[src/rtl/sfr_pkg.sv]
// Shared types and constants of the sensor frame receiver.
// Depends on nothing; every other file imports it.
package sfr_pkg;

   localparam int FRAME_LEN_DEFAULT = 11;
   localparam int QUEUE_DEPTH = 2;

   localparam logic [7:0] HEADER_BYTE = 8'h55;

   localparam logic [7:0] TYPE_ACCEL = 8'h51;
   localparam logic [7:0] TYPE_GYRO  = 8'h52;
   localparam logic [7:0] TYPE_ANGLE = 8'h53;
   localparam logic [7:0] TYPE_MAG   = 8'h54;
   localparam logic [7:0] TYPE_GPS   = 8'h57;
   localparam logic [7:0] TYPE_HGT   = 8'h58;
   localparam logic [7:0] TYPE_QUAT  = 8'h59;

   localparam logic [1:0] STATUS_OK        = 2'd0;
   localparam logic [1:0] STATUS_CHECKSUM  = 2'd1;
   localparam logic [1:0] STATUS_BAD_TYPE  = 2'd2;

   localparam logic [2:0] KIND_ACCEL = 3'd0;
   localparam logic [2:0] KIND_GYRO  = 3'd1;
   localparam logic [2:0] KIND_ANGLE = 3'd2;
   localparam logic [2:0] KIND_MAG   = 3'd3;
   localparam logic [2:0] KIND_GPS   = 3'd4;
   localparam logic [2:0] KIND_HGT   = 3'd5;
   localparam logic [2:0] KIND_QUAT  = 3'd6;

   localparam logic [3:0] SHORT_LEN = 4'd6;
   localparam logic [3:0] LONG_LEN  = 4'd8;

   // A completed frame as the front end hands it to the back end.
   typedef struct packed {
      logic        sum_bad;
      logic [7:0]  type_byte;
      logic [63:0] raw;
   } frame_type;

endpackage

[src/rtl/sfr_front.sv]
// Front end: takes one byte a word, checks the header, keeps the running sum
// and pushes each completed frame into the queue. Depends on sfr_pkg.
module sfr_front
   import sfr_pkg::*;
#(
   parameter int FRAME_LEN = FRAME_LEN_DEFAULT
) (
   input  logic       clock,
   input  logic       reset,
   input  logic       req_valid,
   output logic       req_ready,
   input  logic [7:0] req_rx_byte,
   output logic       push_valid,
   input  logic       push_ready,
   output frame_type  push_frame
);

   localparam int CNT_W = $clog2(FRAME_LEN);
   localparam logic [CNT_W-1:0] LAST_POS = CNT_W'(FRAME_LEN - 1);

   logic [CNT_W-1:0] pos_ff, pos_in;
   logic [7:0]       sum_ff, sum_in;
   logic [7:0]       store_ff [1:FRAME_LEN-2];
   logic             is_last, accept, store_en;

   assign is_last   = (pos_ff == LAST_POS);
   assign req_ready = !is_last || push_ready;
   assign accept    = req_valid && req_ready;
   assign push_valid = req_valid && is_last;

   always_comb begin
      pos_in   = pos_ff;
      sum_in   = sum_ff;
      store_en = 1'b0;
      if (accept) begin
         priority if (pos_ff == '0 && req_rx_byte != HEADER_BYTE) begin
            pos_in = '0;
            sum_in = '0;
         end else if (!is_last) begin
            pos_in   = pos_ff + 1'b1;
            sum_in   = sum_ff + req_rx_byte;
            store_en = 1'b1;
         end else begin
            pos_in = '0;
            sum_in = '0;
         end
      end
   end

   always_ff @(posedge clock) begin
      if (reset) begin
         pos_ff <= '0;
         sum_ff <= '0;
      end else begin
         pos_ff <= pos_in;
         sum_ff <= sum_in;
      end
   end

   for (genvar i = 1; i <= FRAME_LEN - 2; i++) begin : g_store
      always_ff @(posedge clock) begin
         if (store_en && pos_ff == CNT_W'(i)) begin
            store_ff[i] <= req_rx_byte;
         end
      end
   end

   for (genvar i = 0; i < 8; i++) begin : g_raw
      if (i + 2 <= FRAME_LEN - 2) begin : g_in
         assign push_frame.raw[8*i +: 8] = store_ff[i + 2];
      end else begin : g_out
         assign push_frame.raw[8*i +: 8] = 8'h00;
      end
   end

   assign push_frame.sum_bad   = (sum_ff != req_rx_byte);
   assign push_frame.type_byte = store_ff[1];

endmodule

[src/rtl/sfr_queue.sv]
// Two-entry queue of completed frames between the front and back ends.
// Depends on sfr_pkg.
module sfr_queue
   import sfr_pkg::*;
(
   input  logic      clock,
   input  logic      reset,
   input  logic      wr_valid,
   output logic      wr_ready,
   input  frame_type wr_frame,
   output logic      rd_valid,
   input  logic      rd_ready,
   output frame_type rd_frame
);

   localparam int PTR_W = $clog2(QUEUE_DEPTH);
   localparam int CNT_W = $clog2(QUEUE_DEPTH + 1);

   frame_type         entry_ff [QUEUE_DEPTH];
   logic [PTR_W-1:0]  wr_ptr_ff, wr_ptr_in, rd_ptr_ff, rd_ptr_in;
   logic [CNT_W-1:0]  count_ff, count_in;
   logic              do_wr, do_rd;

   assign wr_ready = (count_ff != CNT_W'(QUEUE_DEPTH));
   assign rd_valid = (count_ff != '0);
   assign rd_frame = entry_ff[rd_ptr_ff];
   assign do_wr    = wr_valid && wr_ready;
   assign do_rd    = rd_valid && rd_ready;

   always_comb begin
      wr_ptr_in = do_wr ? wr_ptr_ff + 1'b1 : wr_ptr_ff;
      rd_ptr_in = do_rd ? rd_ptr_ff + 1'b1 : rd_ptr_ff;
      count_in  = count_ff;
      unique case ({do_wr, do_rd})
         2'b10:   count_in = count_ff + 1'b1;
         2'b01:   count_in = count_ff - 1'b1;
         default: count_in = count_ff;
      endcase
   end

   always_ff @(posedge clock) begin
      if (reset) begin
         wr_ptr_ff <= '0;
         rd_ptr_ff <= '0;
         count_ff  <= '0;
      end else begin
         wr_ptr_ff <= wr_ptr_in;
         rd_ptr_ff <= rd_ptr_in;
         count_ff  <= count_in;
      end
   end

   always_ff @(posedge clock) begin
      if (do_wr) begin
         entry_ff[wr_ptr_ff] <= wr_frame;
      end
   end

endmodule

[src/rtl/sfr_back.sv]
// Back end: decodes the type byte, forms status and payload, and holds the
// result in the output register. Depends on sfr_pkg.
module sfr_back
   import sfr_pkg::*;
(
   input  logic        clock,
   input  logic        reset,
   input  logic        pop_valid,
   output logic        pop_ready,
   input  frame_type   pop_frame,
   output logic        rsp_valid,
   input  logic        rsp_ready,
   output logic [1:0]  rsp_frame_status,
   output logic [2:0]  rsp_record_kind,
   output logic [63:0] rsp_payload,
   output logic [3:0]  rsp_payload_bytes
);

   logic        valid_ff, valid_in;
   logic [1:0]  status_ff, status_in;
   logic [2:0]  kind_ff, kind_in;
   logic [63:0] payload_ff, payload_in;
   logic [3:0]  bytes_ff, bytes_in;
   logic        known;
   logic [2:0]  kind_dec;
   logic [3:0]  len_dec;
   logic        load;

   assign load      = pop_valid && (!valid_ff || rsp_ready);
   assign pop_ready = !valid_ff || rsp_ready;

   always_comb begin
      known    = 1'b1;
      kind_dec = KIND_ACCEL;
      len_dec  = SHORT_LEN;
      unique case (pop_frame.type_byte)
         TYPE_ACCEL: begin kind_dec = KIND_ACCEL; len_dec = SHORT_LEN; end
         TYPE_GYRO:  begin kind_dec = KIND_GYRO;  len_dec = SHORT_LEN; end
         TYPE_ANGLE: begin kind_dec = KIND_ANGLE; len_dec = LONG_LEN;  end
         TYPE_MAG:   begin kind_dec = KIND_MAG;   len_dec = SHORT_LEN; end
         TYPE_GPS:   begin kind_dec = KIND_GPS;   len_dec = LONG_LEN;  end
         TYPE_HGT:   begin kind_dec = KIND_HGT;   len_dec = LONG_LEN;  end
         TYPE_QUAT:  begin kind_dec = KIND_QUAT;  len_dec = LONG_LEN;  end
         default:    known = 1'b0;
      endcase
   end

   always_comb begin
      status_in  = STATUS_OK;
      kind_in    = '0;
      payload_in = '0;
      bytes_in   = '0;
      priority if (pop_frame.sum_bad) begin
         status_in = STATUS_CHECKSUM;
      end else if (!known) begin
         status_in = STATUS_BAD_TYPE;
      end else begin
         kind_in  = kind_dec;
         bytes_in = len_dec;
         if (len_dec == SHORT_LEN) begin
            payload_in = {16'h0000, pop_frame.raw[47:0]};
         end else begin
            payload_in = pop_frame.raw;
         end
      end
      valid_in = load || (valid_ff && !rsp_ready);
   end

   always_ff @(posedge clock) begin
      if (reset) begin
         valid_ff <= 1'b0;
      end else begin
         valid_ff <= valid_in;
      end
   end

   always_ff @(posedge clock) begin
      if (load) begin
         status_ff  <= status_in;
         kind_ff    <= kind_in;
         payload_ff <= payload_in;
         bytes_ff   <= bytes_in;
      end
   end

   assign rsp_valid         = valid_ff;
   assign rsp_frame_status  = status_ff;
   assign rsp_record_kind   = kind_ff;
   assign rsp_payload       = payload_ff;
   assign rsp_payload_bytes = bytes_ff;

endmodule

[src/rtl/sensor_frame_receiver.sv]
// A result goes through the frame queue and the output register to rsp_valid.
// Throughput: one word per cycle; a last word waits while the queue is full.
// The two-entry frame queue and the output register let input continue
// while a result waits to be taken.
// Reset clears the byte count, running sum, queue and output valid;
// the frame byte store is not reset.
module sensor_frame_receiver
   import sfr_pkg::*;
#(
   parameter int FRAME_LEN = FRAME_LEN_DEFAULT
) (
   input  logic        clock,
   input  logic        reset,
   input  logic        req_valid,
   output logic        req_ready,
   input  logic [7:0]  req_rx_byte,
   output logic        rsp_valid,
   input  logic        rsp_ready,
   output logic [1:0]  rsp_frame_status,
   output logic [2:0]  rsp_record_kind,
   output logic [63:0] rsp_payload,
   output logic [3:0]  rsp_payload_bytes
);

   logic      push_valid, push_ready, pop_valid, pop_ready;
   frame_type push_frame, pop_frame;

   sfr_front #(.FRAME_LEN(FRAME_LEN)) u_front (
      .clock       (clock),
      .reset       (reset),
      .req_valid   (req_valid),
      .req_ready   (req_ready),
      .req_rx_byte (req_rx_byte),
      .push_valid  (push_valid),
      .push_ready  (push_ready),
      .push_frame  (push_frame)
   );

   sfr_queue u_queue (
      .clock    (clock),
      .reset    (reset),
      .wr_valid (push_valid),
      .wr_ready (push_ready),
      .wr_frame (push_frame),
      .rd_valid (pop_valid),
      .rd_ready (pop_ready),
      .rd_frame (pop_frame)
   );

   sfr_back u_back (
      .clock             (clock),
      .reset             (reset),
      .pop_valid         (pop_valid),
      .pop_ready         (pop_ready),
      .pop_frame         (pop_frame),
      .rsp_valid         (rsp_valid),
      .rsp_ready         (rsp_ready),
      .rsp_frame_status  (rsp_frame_status),
      .rsp_record_kind   (rsp_record_kind),
      .rsp_payload       (rsp_payload),
      .rsp_payload_bytes (rsp_payload_bytes)
   );

endmodule

[config.mk]
export PLATFORM = sky130hd
export DESIGN_NAME = sensor_frame_receiver
export DESIGN_NICKNAME = d
export VERILOG_FILES = /design/src/rtl/sfr_pkg.sv /design/src/rtl/sfr_front.sv /design/src/rtl/sfr_queue.sv /design/src/rtl/sfr_back.sv /design/src/rtl/sensor_frame_receiver.sv
export SDC_FILE = /design/constraint.sdc
export NUM_CORES = 1
export LEC_CHECK = 0
export CORE_MARGIN = 2
export CORE_UTILIZATION = 45
export CTS_CLUSTER_SIZE = 25
export DETAILED_ROUTE_END_ITERATION = 10
export DONT_BUFFER_PORTS = 1
export PLACE_DENSITY_LB_ADDON = 0.25
export SLEW_MARGIN = 20
export SYNTH_ARGS = -nofsm -noshare
export SYNTH_HDL_FRONTEND = slang
export SYNTH_SLANG_ARGS = --single-unit
[constraint.sdc]
create_clock -name clock -period 5.3 [get_ports clock]
set_clock_uncertainty 0.05 [all_clocks]
set_input_delay 0.795 -clock clock [delete_from_list [all_inputs] [get_ports clock]]
set_output_delay 0.795 -clock clock [all_outputs]
set_load 0.03 [all_outputs]
==> summary by stage, run 1 <==
Setup path
The top fanout value on the critical path is 50. The signal on the critical path passes through buf_4, mux2i_1, nor2_1, o311ai_4, buf_4, nor2_1. The critical path required time is 5.51 ns.

The element type at the critical path start is a flop. The arrival time reported for the critical path endpoint is 3.17 ns. The startpoint-to-endpoint class of the critical path is flop to flop.

The worst-path cell with the longest stage delay is buf_4. The maximum single-stage delay on the critical path is 0.77 ns. The register-to-register setup slack is 2.35 ns. The depth of the worst register-to-register path is 6.

The worst setup path is captured at a flop. The endpoint identified for the worst register-to-register timing path is u_back.rsp_payload[11].

CTS
The number of buffers inserted to repair setup after CTS is 0. Counting the buffers created by CTS gives 29. The number of gates resized after CTS was 0.

The post-cts hold buffer count is 0. The clock reaches the later pin of the worst-skew pair after 0.54 ns. The clock net sink count is 307.

The count of H-tree levels built during CTS is 1. The buffer levels on the longest clock path is 3. The post-CTS clock slew at the launch and capture registers of the worst setup and hold paths is 0.06 ns. The CTS tree is built.

The tree is rooted in a clkbuf_16.

Job
Max-cap violations in this run came to 0.

STA
The max-slew violation count is 0. Setup violations remaining at the end of the flow were counted as 0. The final hold violation count is 0.

Based on the critical path, the design can be clocked at up to 339 MHz. The final critical path takes up 55.7% of the cycle. The minimum clock period is 2.95 ns. The final hold slack is 0.264 ns. After routing, the total negative slack on setup checks comes to 0 ns. The max-slew headroom at the worst pin is 30.2%. For the pin with the worst max-slew slack, the measured transition is 1.05 ns. Setup repair after global routing left no endpoint under its margin.

Routing
After detailed routing, the total wire length is 19.2 mm. The final routed DRC violation total is 0. The number of detailed-route iterations in the first pass is 4. The final route contains 5,057 vias.

The detailed router finished its first iteration with 521 violations. After detailed routing, the number of vias per cell comes to 5.18. In the final routed layout, each cell accounts on average for 19.6 µm.

The number of routed nets with antenna violations is 0.

Final layout
The area growth from synthesis to layout is 10.8%. The repair_antennas step left the layout with diodes totalling 0. Cells fill 50.6% of the core in the end.

The number of nets in the layout is 652. In the final layout, the share of cells above drive strength 1 is 8.73%.

Power
The standby leakage power is 3.64 nW. IR analysis of the VDD net gives a maximum drop of 0.213 mV. Power spread over the standard cell area amounts to 367 nW/µm².

Placement
The number of port buffers is 0. After legalization and detailed placement, the total HPWL measured 11.3 mm. At the end of routability-driven placement, the weighted congestion stood at 0.753.

Floorplanning
The row count is 57. Measured along the x axis, the die boundary spans 161 µm. The die covers 26,000 µm².

The floorplan step defined a core boundary enclosing 24,300 µm². Measured along the y axis, the die boundary spans 161 µm. Once the floorplan was initialized, standard cells occupied 45.7% of the core.

87 I/O pins were placed.

Synthesis
After Yosys synthesis, and, or, nand and nor cells account for 5.59% of the synthesized area. The compound-cell area share of the yosys netlist is 3.07%. After synthesis the netlist holds a flip-flop and latch count of 307. For this run, the leading register cell type out of synthesis is edfxtp_1. Synthesis produced 617 cells. After synthesis, the largest family of logic cells by area is multiplexers.

In this run the cell area of the synthesized design comes to 11,100 µm². The arithmetic-cell share of the synthesized area counting full adders, half adders and majority gates is 1.08%. Synthesis produced a netlist with a net count of 638. The count of cell types in the netlist is 51. Multiplexer cells account for 6.39% of the synthesized area. The average size of a mapped cell is 18.0 µm². The number of synthesis warnings is 0. The share of synthesized flip-flops with an asynchronous set or reset is 0%.

Summing the areas of all xor and xnor instances in the mapped netlist gives 0.946% of the synthesized area. In this run, synthesis inferred 289 flip-flops with an integrated enable. The portion of the post-synthesis area used by sequential elements is 81.3%.

Run status
The flow ran to the end, and the final reports show no timing, DRC or antenna violations.

Hold path
The path with the worst hold slack has its endpoint at u_front.sum_ff[1]. Counting instances, the worst hold path has a depth of 1. The worst hold path begins at reset. In this run the worst hold path is classified as primary input to flop.

Global routing
The residual overflow from global routing is 0. The number of global-route vias before repair is 5,141. The number of antenna violations at the first check in global routing is 0.

Entering global routing, the biggest net connects 74 pins. The total track usage is 14.8%. The first global-routing pass estimated 29.4 mm of wire.
-- kinds of logic after synthesis --
logic type | Yosys count
other | 1
adders and majority gates | 9
and+or+nand+nor | 140
xor gates and xnor gates | 12
DFF | 307
buffers and inverters | 31
AOI/OAI and AO/OA | 47
muxes | 70
-- critical path: cells and delay by family (launching register included) --
kind | cells | cell delay (ns)
AOI/OAI and AO/OA | 1 | 0.08
and+or+nand+nor | 2 | 0.28
DFF | 1 | 0.63
muxes | 1 | 0.36
buffers and inverters | 2 | 1.22
-- registers in the layout (all words and copies together), names as in the netlist, 2 cells and up, named ones only --
signal and flops:
u_front.sum_ff 8, u_front.store_ff 72, u_back.rsp_record_kind 3, u_back.rsp_payload_bytes 2
u_front.pos_ff 4, u_back.rsp_payload 64, u_queue.entry_ff 146, u_queue.count_ff 2
u_back.rsp_frame_status 2
-- where the power goes --
group	internal, mW	total [mW]	switching, mW
clock	1.05	1.89	0.835
sequential	2.62	2.62	0.000142
combinational	0.00617	0.0151	0.00893
-- synthesized netlist by cell type (2+ instances only) --
| cell type | number | share of area (%) |
|---|---|---|
| edfxtp_1 | 289 | 78 |
| nor2_1 | 89 | 3.0 |
| mux2i_1 | 67 | 6.0 |
| dfxtp_1 | 18 | 3.2 |
| nand2_1 | 14 | 0.47 |
| a21oi_1 | 12 | 0.54 |
| buf_2 | 9 | 0.41 |
| inv_1 | 9 | 0.30 |
| ha_1 | 8 | 0.90 |
| nor3_1 | 8 | 0.36 |
| xnor2_1 | 7 | 0.55 |
| a22oi_1 | 6 | 0.41 |
| nand3_1 | 6 | 0.27 |
| buf_6 | 5 | 0.51 |
| clkbuf_1 | 5 | 0.17 |
| nand2b_1 | 5 | 0.28 |
| xor2_1 | 5 | 0.39 |
| a21o_1 | 4 | 0.27 |
| nor2b_1 | 4 | 0.23 |
| o21ai_0 | 4 | 0.18 |
| a211oi_1 | 3 | 0.20 |
| and2_1 | 2 | 0.11 |
| buf_4 | 2 | 0.14 |
| nand3b_1 | 2 | 0.14 |
| nor4_1 | 2 | 0.11 |
| nor4bb_1 | 2 | 0.18 |
| o211ai_1 | 2 | 0.14 |
| o21a_1 | 2 | 0.14 |
| o21ai_1 | 2 | 0.090 |
| o31ai_1 | 2 | 0.14 |
| o32ai_1 | 2 | 0.16 |
-- placed cells by master, fill, tap and decap left out, types with 2 or more instances in the layout --
master,n
a211oi_1,3
a21o_1,4
a21oi_1,12
a22oi_1,6
buf_4,5
clkbuf_1,6
clkbuf_16,29
clkinv_1,5
clkinv_2,9
clkinvlp_4,2
dfxtp_1,17
edfxtp_1,289
ha_1,8
inv_1,9
mux2i_1,67
nand2_1,14
nand2b_1,5
nand3_1,6
nand3b_1,2
nor2_1,88
nor2b_1,4
nor3_1,7
nor4_1,2
nor4bb_1,2
o211ai_1,2
o21ai_0,4
o21ai_1,2
o31ai_1,2
o32ai_1,2
xnor2_1,7
xor2_1,5
-- metrics by stage --
stage          setup WS (ns)  power [mW]  instances  cell area, µm²
6_report                2.35        4.52        977           12300
4_1_cts                 2.28        4.56        977           12300
2_1_floorplan          0.429        2.69        617           11100
3_3_place_gp            2.43        2.69        924           11400
3_5_place_dp            2.29        2.69        924           11400
5_1_grt                 2.08        4.67        977           12300
-- final cells by class --
cell class / count / area, µm²
Inverter: 9 / 33.8
Multi-Input combinational cell: 279 / 1930
Clock inverter: 18 / 118
Sequential cell: 307 / 9040
Clock buffer: 35 / 748
Fill cell: 1938 / 12000
Timing Repair Buffer: 5 / 37.5
Tap cell: 324 / 405
-- metal layers --
layer  up-vias  share of wire [%]  GRT usage, %
li1       2370                  -             -
met1      2479                 43          19.4
met2       174                 49          24.7
met3        34                6.2          3.75
met4         0                2.3          4.26
met5         -                  0             0
-- how the worst max path moves through the flow --
stage | slack [ns] | end
6_report | 2.35 | u_back.rsp_payload[11]
5_1_grt | 2.08 | u_back.rsp_payload[58]
4_1_cts | 2.28 | u_back.rsp_payload[4]
3_5_place_dp | 2.29 | u_back.rsp_payload[51]
3_3_place_gp | 2.43 | u_back.rsp_payload[4]
2_1_floorplan | 0.43 | u_queue.entry_ff[0][0]
Power figures use the tool's default switching activity.
==> inputs of run 2 (changes only) <==
- clock period: 5.3 -> 3.1 ns (I/O delays scaled with it)
==> summary by stage, run 2 (synthesis gave the netlist of run 1 again) <==
STA
At the pin with the least slew margin, the transition time is 0.997 ns. Adding up every negative setup slack in the final design gives 0 ns. The worst path uses 78.6% of the clock period. Timing would allow up to 411 MHz. In this run the tightest slew margin relative to its limit is 33.3%. Setup violations remaining at the end of the flow were counted as 0. Setup repair after global routing left no endpoint under its margin. The worst path needs 2.44 ns of the cycle, external delays included.

The max-slew violation count is 0. The final hold violation count was 0.

CTS
The clock tree root buffer cell is clkbuf_16. Once the clock tree was built, the resizer swapped 0 gates to a different size. Clock latency on the worst-skew pair, taken at its later pin, is 0.55 ns.

TritonCTS built the clock tree. Counting every sink on the clock net gives 307. The number of buffers added by the clock tree synthesis step is 30.

After clock tree synthesis, the clock-pin slew on the worst setup and hold paths is 0.06 ns. The buffer levels on the longest clock path is 3. In this run the number of H-tree levels came out at 1.

Global routing
Entering global routing, the biggest net connects 74 pins. The total track usage is 15.5%. The number of global-route vias before repair is 5,117.

The number of antenna violations at the first check in global routing is 0. The first-pass GRT wire length is 30.4 mm. Global routing finished with a remaining overflow of 0.

Setup path
The arrival time reported for the critical path endpoint is 2.66 ns. The worst setup path is launched from a flop. The setup check on the worst reg-to-reg path leaves a slack of 0.66 ns. The startpoint-to-endpoint class of the critical path is flop to flop. The top fanout value on the critical path is 48.

The capturing element type of the critical path is a flop. At the worst endpoint, the required time is 3.32 ns.

Placement
The count of buffers added on input and output ports is 0. The final HPWL from detailed placement is 11.5 mm. Including well taps, the total number of placed cells is 928. The final RePlAce weighted congestion is 0.809.

Final layout
The multi-input logic area is 1920 µm². The area growth from synthesis to layout is 12.9%. The number of nets in the layout is 666. The proportion of layout cells with a drive suffix above 1 is 9.42%. In the final layout, flip-flops and latches occupy 9040 µm². The register ranked first by flip-flop count is u_queue.entry_ff. The finished layout holds 993 standard cells, fillers aside.

The number of flip-flops in the largest register is 146. The number of filler instances in the final layout is 1,941. The library cells used most frequently in the layout, excluding fill and tap cells, are 289 x edfxtp_1, 88 x nor2_1, 67 x mux2i_1. Leaving out fill and tap cells, the most frequent cell in the layout is edfxtp_1.

The number of antenna diodes in the final layout is 0.

Routing
The number of detailed-route iterations in the first pass is 5. The routed wire length is 20.0 mm. The final routed DRC violation total is 0. After the first detailed-routing iteration, the DRC count stood at 480. In the routed layout, each cell is associated on average with a via count of 5.21. The detail route stage leaves a number of antenna-violating nets equal to 0. The count of vias placed by the detailed router is 5,173. The average wire per cell in the routed design is 20.1 µm.

Power
The worst IR drop on VDD is 0.452 mV. Dividing total power by cell area gives a power density of 639 nW/µm². The standby leakage power is 3.75 nW.

Floorplanning
The total area inside the core boundary comes to 24,300 µm². For this design the top-level I/O count stands at 87. The starting density of the core is 45.7%. The die outline width is 161 µm. The floorplan die area is 26,000 µm². In this run the core area contains 57 standard-cell rows. The die span in y is 161 µm.

Run status
The run finished with clean final reports.

Job
Max-cap violations in this run came to 0.

Hold path
The min-delay analysis places its worst path in the category primary input to flop.
## run 2: changes by cell type in the layout (fill, tap and decap cells not counted)
cell	before	now
and2_2	0	1
and2_4	1	0
buf_12	0	2
buf_4	5	7
bufinv_16	1	2
clkbuf_16	29	30
clkbuf_8	0	4
clkinv_2	9	6
clkinv_8	0	1
dlygate4sd3_1	0	9
inv_6	1	0
nor3_1	7	8
nor3_2	1	0
## run 2: through the flow
step                      power [mW]  util [%]  hold WS [ns]  cell area, µm²  setup WS (ns)
after global placement          4.59      47.3         0.372           11500          0.811
after detailed placement        4.59      47.3         0.379           11500          0.664
after floorplan                 4.59         -         0.371           11100          0.473
after global routing            8.25      51.6        0.0670           12600          0.503
final                           8.03      51.6        0.0629           12600          0.665
after CTS                       8.08      51.6        0.0454           12600          0.679
## run 2: power by group
group | switching (mW) | internal [mW] | leakage (nW) | total, mW
clock | 1.44 | 2.04 | 0.472 | 3.48
combinational | 0.0468 | 0.0181 | 0.672 | 0.0650
sequential | 0.000216 | 4.48 | 2.61 | 4.48
total | 1.49 | 6.54 | 3.75 | 8.03
## run 2: area by class of cell
cell class                      instances  share of cell area (%)
Clock buffer                           40                    6.60
Clock inverter                         16                    1.12
Timing Repair Buffer                   18                    1.46
Multi-Input combinational cell        279                    15.3
Sequential cell                       307                    72.0
Inverter                                9                   0.269
Tap cell                              324                    3.23
## run 2: worst max-delay path, cell delays in order (launching register included)
cell and delay [ns]:
dfxtp_4 0.44, mux2i_2 0.49, mux2_4 0.37, o311ai_4 0.21, buf_4 0.47, nor2_1 0.12
## run 2: per-layer routing
| layer | track usage, % | routed length, µm |
|---|---|---|
| met4 | 3.45 | 331 |
| met1 | 20.6 | 8520 |
| met5 | 0 | 0 |
| met2 | 26.8 | 9980 |
| met3 | 2.90 | 1130 |
## run 2: worst paths after layout
check                      endpoint                     from  cells past startpoint
max          u_back.rsp_payload[30]                     flop                      5
min               u_front.pos_ff[1]                    reset                      2
max reg2reg  u_back.rsp_payload[30]                     flop                      5
min reg2reg  u_queue.entry_ff[0][0]  u_front.store_ff[0][16]                      0
## run 2: timing repair
| action | in CTS | in global routing |
|---|---|---|
| setup buffers | 0 | 0 |
| hold buffers | 9 | 0 |
| endpoints found under the hold margin | 90 | 0 |
==> inputs of run 3 (changes only) <==
- clock period: 3.1 -> 2.06 ns (I/O delays scaled with it)
==> summary by stage, run 3 (synthesis gave the netlist of run 1 again) <==
STA
The max-slew headroom at the worst pin is 50.9%. The post-route clock period utilization is 100%. For the pin with the worst max-slew slack, the measured transition is 0.734 ns. The minimum clock period is 2.07 ns. The setup violation total in the final timing report is 10. Setup repair after global routing could not meet its margin everywhere. The final worst setup slack is -0.0101 ns. The max-slew violation count came to 0. The maximum clock frequency is 483 MHz. The final hold violation count is 0. The tightest hold path in the finished design has a slack of 0.0580 ns.

Hold path
The min-delay analysis places its worst path in the category primary input to flop.

Setup path
Among all stages on the critical path, the largest delay is contributed by dfxtp_4. Traced cell by cell, the critical path runs through buf_6, buf_6, a21o_1, mux2_4, o311ai_4, buf_6, clkbuf_16, nor2_1. The startpoint-to-endpoint class of the critical path is flop to flop. The arrival time reported for the critical path endpoint is 2.31 ns. In this design, the critical path's most frequently occurring cell is buf_6. In this run the worst path has a maximum fanout of 8. The element type at the critical path start is a flop. The capturing element type of the critical path is a flop. For the worst setup path, the data required time is 2.30 ns. The maximum single-stage delay on the critical path is 0.36 ns.

Placement
The placed cell area is 11,700 µm². The final RePlAce weighted congestion is 0.838. The final HPWL from detailed placement is 11.3 mm. Buffers placed on the I/O ports in this run total 0. Prior to clock tree synthesis, the placed netlist has a worst setup slack of -0.0181 ns.

Power
The standby leakage power is 4.06 nW. The completed layout was analyzed and its total power is 12.3 mW. In this run, the clock network consumes 44.4% of the power. IR analysis of the VDD net gives a maximum drop of 0.758 mV. In this run switching power makes up 18.5% of total power. The logic gate share of total power is 0.8%. The power per unit of standard cell area is 929 nW/µm². The portion of total power attributed to sequential cells is 54.8%. The net switching power is 2.27 mW. The internal power of the cells totals 10.0 mW.

Global routing
The number of antenna violations at the first check in global routing came to 1. Entering global routing, the biggest net connects 73 pins. For met1 alone, demand over resource in global routing was 19.8%. The number of global-route vias before repair came to 5,264. The first global-routing pass estimated 30.4 mm of wire. Global routing consumed, on the met3 layer, 3.29% of the routing resources. The global routing met2 resource utilization is 26.2%. Summed over all layers, the global routing overflow is 0. In this run the most used layer during global routing was met2. The total track usage is 15.3%.

Final layout
The post-layout instance area is 13,200 µm². The proportion of layout cells with a drive suffix above 1 is 18.6%. Leaving out fill and tap cells, the most frequent cells in the layout are 289 x edfxtp_1, 70 x nor2_1, 66 x mux2i_1. The fraction of the core area covered by cells at the end of the flow is 54.4%. Leaving out fill and tap cells, the most frequent cell in the layout is edfxtp_1.

Compared with the post-synthesis result, the final layout area differs by 19.0%. The final layout contains 706 nets. The register ranked first by flip-flop count is u_queue.entry_ff.

The register with the most flip-flops in the layout has 146 of them. In the final layout, flip-flops and latches occupy 9040 µm². The multi-input logic area is 2080 µm². The number of filler instances in the final layout is 1,896.

Routing
After detailed routing, the number of vias per cell comes to 5.19. The number of detailed-route iterations in the first pass is 5. The number of routed nets with antenna violations is 0. The detailed router placed 5,372 vias in this run. For this block, the initial DRC count from the detailed router was 495. The routed wire length is 21.1 mm. The average wire per cell in the routed design is 20.4 µm. In the routed design, unresolved DRC markers number 0.

Floorplanning
For this design the top-level I/O count stands at 87. The initial utilization of the core area, before any placement, comes to 45.7%. The die outline width is 161 µm. After floorplanning, the core was divided into 57 placement rows.

The placeable core region is 24,300 µm². The die covers 26,000 µm². The floorplan step set the die height to 161 µm.

CTS
TritonCTS built the clock tree. The post-CTS clock slew at the launch and capture registers of the worst setup and hold paths is 0.06 ns. CTS saw 307 sinks.

The clock tree root buffer cell is clkbuf_16. CTS built an H-tree with a depth of 1. Counting the buffers created by CTS gives 30. The buffer levels on the longest clock path is 3. For the worst-skew pair, the clock arrives at the later sink with an insertion delay of 0.55 ns.

Job
The number of violations of the max-capacitance limit is 0.

Run status
The flow ran to the end, but the final reports show violations. The final reports fail on negative setup slack.
-- run 3: cell count changes in the layout (fill, tap and decap cells not counted), moves of 3 or more --
cell,change
nor2b_1,-3
clkbuf_16,+5
nor2_2,+12
buf_6,+7
buf_4,+17
nor2_4,+6
buf_12,+3
dlygate4sd3_1,+6
clkbuf_8,-4
nor2_1,-18
-- run 3: layer usage --
layer	share of wire [%]	vias to the layer above
li1	-	2486
met2	52	175
met3	5.5	35
met5	0	-
met4	2.0	0
met1	41	2676
-- run 3: path summary, 6_finish.rpt --
check / start / endpoint / slack [ns] / depth (start not counted)
worst max-delay path: flop / u_back.rsp_payload[32] / -0.01 / 8
worst min-delay path: req_rx_byte[0] / u_front.sum_ff[0] / 0.06 / 3
worst max register to register: flop / u_back.rsp_payload[32] / -0.01 / 8
worst min register to register: u_front.store_ff[0][49] / u_queue.entry_ff[0][33] / 0.39 / 0
-- run 3: layout make-up --
class | count | share of cell area [%]
tap | 324 | 3.06
antenna | 2 | 0.0378
inverter | 9 | 0.274
sequential | 307 | 68.4
clock buffer | 38 | 6.06
multi-input combinational | 279 | 15.7
timing repair buffer | 58 | 5.04
clock inverter | 18 | 1.48
-- run 3: metrics by stage --
stage	setup TNS [ns]	instances
floorplan	-36.00	617
global placement	0	947
detailed placement	-0.0255	947
CTS	0	1018
global route	-2.05	1033
finish	-0.0604	1035
-- run 3: timing repair --
action,CTS,global route
gates resized for setup,3,45
cloned,0,7
endpoints found under the setup margin,10,47
buffers inserted,0,8
endpoints found under the hold margin,92,0
pin swaps,0,7
hold buffers,15,0
-- run 3: critical path, delay by kind of cell, from the launching register on --
family / cells / cell delay, ns
simple gates: 1 / 0.05
buf+inv: 4 / 0.65
flops: 1 / 0.36
mux: 1 / 0.30
compound gates: 2 / 0.39
-- run 3: power by group through the flow --
stage | Clock, mW | Sequential [mW] | Combinational [mW]
floorplan | 0 | 6.87 | 0.0375
global placement | 0 | 6.87 | 0.0367
detailed placement | 0 | 6.87 | 0.0383
CTS | 5.55 | 6.74 | 0.0970
global route | 5.81 | 6.73 | 0.104
finish | 5.46 | 6.74 | 0.0970
